$ cat config.mk
export PLATFORM = sky130hd
export DESIGN_NAME = stmin_ctrl
export DESIGN_NICKNAME = d
export VERILOG_FILES = /design/src/rtl/core/stmin_pkg.sv /design/src/rtl/core/stmin_ctrl.sv
export SDC_FILE = /design/constraint.sdc
export NUM_CORES = 1
export LEC_CHECK = 0
export BUFFER_PORTS_ARGS = -buffer_cell sky130_fd_sc_hd__buf_2
export CORE_AREA = 3 3 40 42
export DETAILED_ROUTE_END_ITERATION = 8
export DIE_AREA = 0 0 43 45
export HOLD_SLACK_MARGIN = 0.03
export PLACE_DENSITY = 0.59
export SYNTH_ARGS = -nofsm -noshare
export SYNTH_HDL_FRONTEND = slang
export SYNTH_SLANG_ARGS = --single-unit
$ cat constraint.sdc
create_clock -name i_clk -period 0.9 [get_ports i_clk]
set_input_delay 0.045 -clock i_clk [delete_from_list [all_inputs] [get_ports i_clk]]
set_output_delay 0.045 -clock i_clk [all_outputs]
set_load 0.01 [all_outputs]
$ cat src/rtl/core/stmin_pkg.sv
// Shared constants, types and helper functions for the sparse-table range-minimum block.
package stmin_pkg;

    localparam int MAX_ELEMENTS = 1024;
    localparam int LEVELS       = 11;

    localparam int DATA_W = 32;
    localparam int POS_W  = $clog2(MAX_ELEMENTS);
    localparam int CNT_W  = $clog2(MAX_ELEMENTS + 1);
    localparam int SPAN_W = CNT_W + 1;
    localparam int LVL_W  = $clog2(LEVELS + 1);
    localparam int ADDR_W = $clog2(LEVELS * MAX_ELEMENTS);

    typedef logic [1:0] t_kind;
    localparam t_kind KIND_APPEND = 2'd0;
    localparam t_kind KIND_QUERY  = 2'd1;
    localparam t_kind KIND_CLEAR  = 2'd2;

    typedef logic [1:0] t_status;
    localparam t_status ST_OK        = 2'd0;
    localparam t_status ST_BAD_RANGE = 2'd1;
    localparam t_status ST_FULL      = 2'd2;

    // controller -> datapath
    typedef struct packed {
        logic capture;
        logic app_step;
        logic q_issue_a;
        logic q_issue_b;
        logic q_min;
        logic finish;
    } t_cmd;

    // datapath -> controller
    typedef struct packed {
        t_kind kind;
        logic  full;
        logic  bad;
        logic  app_more;
        logic  out_free;
    } t_sts;

    function automatic logic signed [DATA_W-1:0] smin(
        input logic signed [DATA_W-1:0] a,
        input logic signed [DATA_W-1:0] b
    );
        smin = (a < b) ? a : b;
    endfunction

    // floor(log2(x)) for x >= 1, clamped to the top level
    function automatic logic [LVL_W-1:0] floor_log2(input logic [CNT_W-1:0] x);
        logic [LVL_W-1:0] r;
        r = '0;
        for (int i = 0; i < CNT_W; i++) begin
            if (x[i]) begin
                r = LVL_W'(i);
            end
        end
        if (r > LVL_W'(LEVELS - 1)) begin
            r = LVL_W'(LEVELS - 1);
        end
        floor_log2 = r;
    endfunction

    function automatic logic [ADDR_W-1:0] cell_addr(
        input logic [LVL_W-1:0] lvl,
        input logic [POS_W-1:0] pos
    );
        cell_addr = ADDR_W'(ADDR_W'(lvl) * ADDR_W'(MAX_ELEMENTS)) + ADDR_W'(pos);
    endfunction

endpackage

$ cat src/rtl/core/stmin_ctrl.sv
// Controller: sequences append level fills, query reads and result hand-off.
module stmin_ctrl import stmin_pkg::*; (
    input  logic i_clk,
    input  logic i_rst_n,
    input  logic i_in_valid,
    output logic o_in_stall,
    input  t_sts i_sts,
    output t_cmd o_cmd
);

    typedef enum logic [2:0] {
        S_IDLE,
        S_DECODE,
        S_APP,
        S_QRD2,
        S_QMIN,
        S_FIN
    } t_state;

    t_state r_state;
    t_state n_state;
    logic   r_in_stall;
    logic   accept;

    assign accept = i_in_valid && !r_in_stall;

    always_comb begin
        o_cmd   = '0;
        n_state = r_state;
        case (r_state)
            S_IDLE: begin
                o_cmd.capture = accept;
                if (accept) begin
                    n_state = S_DECODE;
                end
            end
            S_DECODE: begin
                if (i_sts.kind == KIND_APPEND && !i_sts.full) begin
                    n_state = S_APP;
                end else if (i_sts.kind == KIND_QUERY && !i_sts.bad) begin
                    o_cmd.q_issue_a = 1'b1;
                    n_state         = S_QRD2;
                end else begin
                    n_state = S_FIN;
                end
            end
            S_APP: begin
                o_cmd.app_step = 1'b1;
                if (!i_sts.app_more) begin
                    n_state = S_FIN;
                end
            end
            S_QRD2: begin
                o_cmd.q_issue_b = 1'b1;
                n_state         = S_QMIN;
            end
            S_QMIN: begin
                o_cmd.q_min = 1'b1;
                n_state     = S_FIN;
            end
            S_FIN: begin
                o_cmd.finish = i_sts.out_free;
                if (i_sts.out_free) begin
                    n_state = S_IDLE;
                end
            end
            default: begin
                n_state = S_IDLE;
            end
        endcase
    end

    always_ff @(posedge i_clk) begin
        if (!i_rst_n) begin
            r_state    <= S_IDLE;
            r_in_stall <= 1'b0;
        end else begin
            r_state <= n_state;
            if (accept) begin
                r_in_stall <= 1'b1;
            end else if (o_cmd.finish) begin
                r_in_stall <= 1'b0;
            end
        end
    end

    assign o_in_stall = r_in_stall;

    a_finish_needs_room: assert property (@(posedge i_clk) disable iff (!i_rst_n)
        o_cmd.finish |-> i_sts.out_free)
        else $error("result written over a waiting result");

    a_busy_after_accept: assert property (@(posedge i_clk) disable iff (!i_rst_n)
        accept |=> r_in_stall && (r_state == S_DECODE))
        else $error("request accepted but controller not busy");

    a_stall_tracks_idle: assert property (@(posedge i_clk) disable iff (!i_rst_n)
        (r_state == S_IDLE) == !r_in_stall)
        else $error("stall out of step with controller state");

endmodule

### After elaboration in Yosys (flattened, before gate mapping)

Cells that the tools add are included.

* add/subtract/negate cells: 0
* multiply operators: 0
* divide/modulo/power cells: 0
* order comparisons: 0
* equal/unequal tests: 9
* shift-type cells: 0
* mux-type cells: 16
* bitwise operators: 0
* reduce and logical (&&, ||, !) cells: 10

Operators with widths (number)
* 3-bit one-hot mux with 6 select lines: 1
* 3-bit 2-to-1 mux: 5
* 1-bit 2-to-1 mux: 10
* 3-bit by 2-bit equality test with 1-bit output (second input constant): 2
* 3-bit equality test (second input constant): 2
* 2-bit inequality test (second input constant): 3
* 3-bit by 1-bit equality test with 1-bit output (second input constant): 1
* 1-bit logical AND: 3
* 1-bit zero test: 3
* 3-bit zero test: 1
* 3-bit AND reduction: 1
* 2-bit by 1-bit equality test with 1-bit output (second input constant): 1
* 2-bit zero test: 1
* 2-bit nonzero test: 1

* register bits after elaboration: 4
* latch bits: 0
* RAM bits: 0
* bits in read-only memories: 0
* input port bits: 9
* output and inout bits: 7
* logic and storage cells: 37
* memories kept: 0

### Depth between registers and ports, before layout

* depth in word-level cells: 5
* gate-level depth with buffers: 4
* mapped depth without buffers: 3

### Worst setup path before layout

No wires, ideal clock.

* kind: reg-to-reg
* from: register r_state[1]
* to: register r_state[2]
* setup time: 0.125 ns
* arrival: 0.959 ns
* required time: 0.775 ns
* setup slack: -0.184 ns
* stages on the path, launching flop included: 4
* path buffers: 0
* clock period less this slack: 1.084 ns
* path through: dfxtp_1 nor3b_2 a21o_1 o32ai_2

* longest elaborated chain between the ends: 3
* elaborated cells between the ends (all ways): 11
* classes of those cells: 8 x eq/ne; 1 x mux; 2 x reduce/logical

Ends and longest elaborated chain
* start, declared: RTL line stmin_ctrl.sv:20 `t_state r_state;`
* start signal, assigned: RTL line stmin_ctrl.sv:78 `r_state <= n_state;`
* 3-bit by 2-bit equality test with 1-bit output (tied with other cells): RTL line stmin_ctrl.sv:30 `case (r_state)`
* 2-bit inequality test (no line)
* 3-bit AND reduction (no line)

Parallel ways exist; a longest one is shown, timed or not.
A chain may end at the register's enable or synchronous reset.

==> load_flow_metrics.sql <==
INSERT INTO impl_metrics (metric_group, metric, value, unit) VALUES
('clock_network', 'clock_path_buffers', '2', ''),
('placed_design', 'dpl_cell_area', '422', 'µm²'),
('cells_and_area', 'final_net_count', '64', ''),
('detailed_routing', 'drt_drc_violations_left', '0', ''),
('placed_design', 'io_buffers', '15', ''),
('setup_path', 'slowest_delay', '360', 'ps'),
('floorplanning', 'io-pin-count', '16', ''),
('cells_and_area', 'drive_gt1_share', '70.4', '%'),
('yosys', 'mappedNetlistNets', '40', ''),
('setup_path', 'critical_path.max_fanout', '5', ''),
('outcome', 'status', 'complete, but fails checks', ''),
('floorplanning', 'floorplan.initialDensity', '23.9', '%'),
('global_route', 'grt_pass1_wl', '1.31', 'mm'),
('cells_and_area', 'design_area', '515', 'µm²'),
('cells_and_area', 'diode_insertion_count_for_antenna_repair', '0', ''),
('power', 'p_seq_share', '32.6', '%'),
('timing', 'slew-limit-headroom', '81.9', '%'),
('clock_network', 'clk_root_buffer_cell', 'sky130_fd_sc_hd__clkbuf_4', ''),
('global_route', 'first_global_vias', '322', ''),
('setup_path', 'timing.critical_path.required', '850', 'ps'),
('global_route', 'grt_start_max_net_pins', '12', ''),
('floorplanning', 'design.die.area', '1940', 'µm²'),
('cells_and_area', 'final_cells', '69', ''),
('yosys', 'synth.ff_latch_count', '4', ''),
('setup_path', 'cp-end-kind', 'output port', ''),
('clock_network', 'clk-insertion-delay-late', '240', 'ps'),
('timing', 'grt_setup_unrepaired', 'yes', ''),
('placed_design', 'hpwlAfterDp', '615', 'µm'),
('floorplanning', 'core_area', '1280', 'µm²'),
('cells_and_area', 'layout.cells.most_common_list', 'sky130_fd_sc_hd__buf_2 (12), sky130_fd_sc_hd__buf_4 (5), sky130_fd_sc_hd__clkbuf_4 (3), sky130_fd_sc_hd__buf_6 (3), sky130_fd_sc_hd__dfxtp_4 (3)', ''),
('yosys', 'synth.yosys.warnings', '0', ''),
('timing', 'setup_ws', '-326', 'ps'),
('clock_network', 'cts_tree', 'built', ''),
('yosys', 'ys_types', '23', ''),
('power', 'clock_power_share', '26.9', '%'),
('floorplanning', 'cell_row_count', '13', ''),
('setup_path', 'crit_cells', '3', ''),
('timing', 'fmaxAchievable', '0.815', 'GHz'),
('detailed_routing', 'drtIter0Drc', '4', ''),
('setup_path', 'critical-path-slowest-cell', 'sky130_fd_sc_hd__dfxtp_4', ''),
('power', 'pwr_density_cell', '1890', 'nW/µm²'),
('setup_path', 'cp.arrival', '1180', 'ps'),
('detailed_routing', 'total_wirelength', '844', 'µm'),
('yosys', 'average_cell_area_after_synthesis', '9.89', 'µm²'),
('power', 'power_switching_share', '34.5', '%'),
('placed_design', 'placed_cells', '61', ''),
('clock_network', 'numClockSinks', '4', ''),
('hold_path', 'hold_path_class', 'input pin to flop', ''),
('detailed_routing', 'route.antenna.remaining_nets', '0', ''),
('timing', 'report.final.slew_viol_count', '0', ''),
('clock_network', 'post_cts_hold_buffer_count', '0', ''),
('detailed_routing', 'routed-via-count', '332', ''),
('clock_network', 'cts.reportedPaths.clkPinSlew', '40', 'ps'),
('power', 'internal-power', '0.636', 'mW'),
('power', 'vdd_drop_max', '0.953', 'mV'),
('timing', 'worst_clock_skew', '3.08', 'ps'),
('hold_path', 'hold_depth', '3', ''),
('cells_and_area', 'layout_commonest_cell', 'sky130_fd_sc_hd__buf_2', ''),
('setup_path', 'category_of_the_critical_setup_timing_path', 'flop to output port', ''),
('setup_path', 'reg2regPathDepth', '4', ''),
('timing', 'setup_viol', '10', ''),
('outcome', 'violations', 'negative setup slack', ''),
('power', 'power.static_leakage', '0.246', 'nW'),
('placed_design', 'gp_congestion', '0.608', ''),
('detailed_routing', 'drt_pass1_iterations', '3', ''),
('timing', 'hold_viol', '0', ''),
('yosys', 'synth.yosys.seq_area_share', '26.1', '%'),
('detailed_routing', 'routedWlPerCell', '12.2', 'µm'),
('floorplanning', 'dieHeight', '45', 'µm'),
('setup_path', 'critical_path.cell_chain', 'nor4b_4, and3b_2, buf_6', ''),
('global_route', 'grt_antenna_before_repair', '0', '');
-- kinds of logic after synthesis --
| family | Yosys count | share of synthesized area, % |
|---|---|---|
| flops | 4 | 26.1 |
| mux | 1 | 3.27 |
| buf+inv | 2 | 4.90 |
| simple gates | 15 | 38.4 |
| xor+xnor | 1 | 2.86 |
| compound gates | 8 | 24.5 |
-- sequential cells by signal, summed over array words and instances, names as in the netlist --
name,count
r_state,3
o_in_stall,1
-- stage by stage --
stage               total power [mW]  setup TNS, ps  setup slack [ps]  hold WS [ps]
CTS                            0.939          -2070              -333          34.2
global route                    1.03          -2550              -391          46.9
detailed placement             0.604           -397              -111           290
floorplan                      0.541           -201             -71.7           160
finish                         0.972          -2060              -326          39.2
global placement               0.598           -373             -98.2           285
-- area by class of cell --
class	instances	area [µm²]
clock buffers	4	26.3
flip-flops and latches	4	92.6
repair buffers	20	131
multi-input cells	25	243
inverters	1	3.75
fillers	139	769
well taps	15	18.8
-- synth_stat cells --
cell | count | area share [%]
sky130_fd_sc_hd__dfxtp_1 | 4 | 26
sky130_fd_sc_hd__and3b_1 | 3 | 8.6
sky130_fd_sc_hd__nor2_1 | 3 | 3.7
sky130_fd_sc_hd__nor2b_1 | 2 | 4.1
sky130_fd_sc_hd__a211oi_2 | 1 | 4.1
sky130_fd_sc_hd__a21o_1 | 1 | 2.4
sky130_fd_sc_hd__a21oi_1 | 1 | 1.6
sky130_fd_sc_hd__a22oi_1 | 1 | 2.4
sky130_fd_sc_hd__and2_1 | 1 | 2.0
sky130_fd_sc_hd__and3_4 | 1 | 3.7
sky130_fd_sc_hd__and3b_2 | 1 | 3.3
sky130_fd_sc_hd__buf_6 | 1 | 3.7
sky130_fd_sc_hd__inv_1 | 1 | 1.2
sky130_fd_sc_hd__mux2i_1 | 1 | 3.3
sky130_fd_sc_hd__nand3b_1 | 1 | 2.4
sky130_fd_sc_hd__nor3_1 | 1 | 1.6
sky130_fd_sc_hd__nor3b_2 | 1 | 4.1
sky130_fd_sc_hd__nor4b_2 | 1 | 4.9
sky130_fd_sc_hd__o21a_1 | 1 | 2.4
sky130_fd_sc_hd__o32a_1 | 1 | 3.3
sky130_fd_sc_hd__o32ai_2 | 1 | 5.3
sky130_fd_sc_hd__o41ai_1 | 1 | 2.9
sky130_fd_sc_hd__xor2_1 | 1 | 2.9
-- final timing paths --
check                                 from    endpoint  slack, ps
worst min-delay path               i_rst_n  r_state[0]         40
worst max-delay path            r_state[1]    o_cmd[3]       -330
worst min register to register  o_in_stall  o_in_stall        550
worst max register to register  r_state[1]  r_state[2]       -210
-- power by group through the flow --
stage | clock network (mW) | registers, mW | logic [mW]
3_3_place_gp | 0 | 0.319 | 0.279
5_1_grt | 0.281 | 0.324 | 0.424
6_report | 0.261 | 0.317 | 0.394
2_1_floorplan | 0 | 0.272 | 0.269
4_1_cts | 0.265 | 0.313 | 0.361
3_5_place_dp | 0 | 0.319 | 0.285
-- metal layers --
layer	wire length, µm	track usage, %	part of all wire, %	up-vias
met5	0	0	0	-
met4	0	3.61	0	0
met3	37	2.39	4.4	0
met2	470	16.5	56	9
met1	336	9.88	40	157
li1	-	-	-	166
-- timing repair --
item                       4_1_cts  5_1_grt
gates resized for setup          7        3
pin swaps                        4        2
setup endpoints to repair       10       11
hold endpoints to repair         0        0
setup buffers                    4        0
-- tightest hold or removal path, stage by stage --
cell,delay (ps)
sky130_fd_sc_hd__buf_2,110
sky130_fd_sc_hd__o41ai_1,50
sky130_fd_sc_hd__a21oi_1,40
Note: power is estimated with default switching activity, not from simulation.
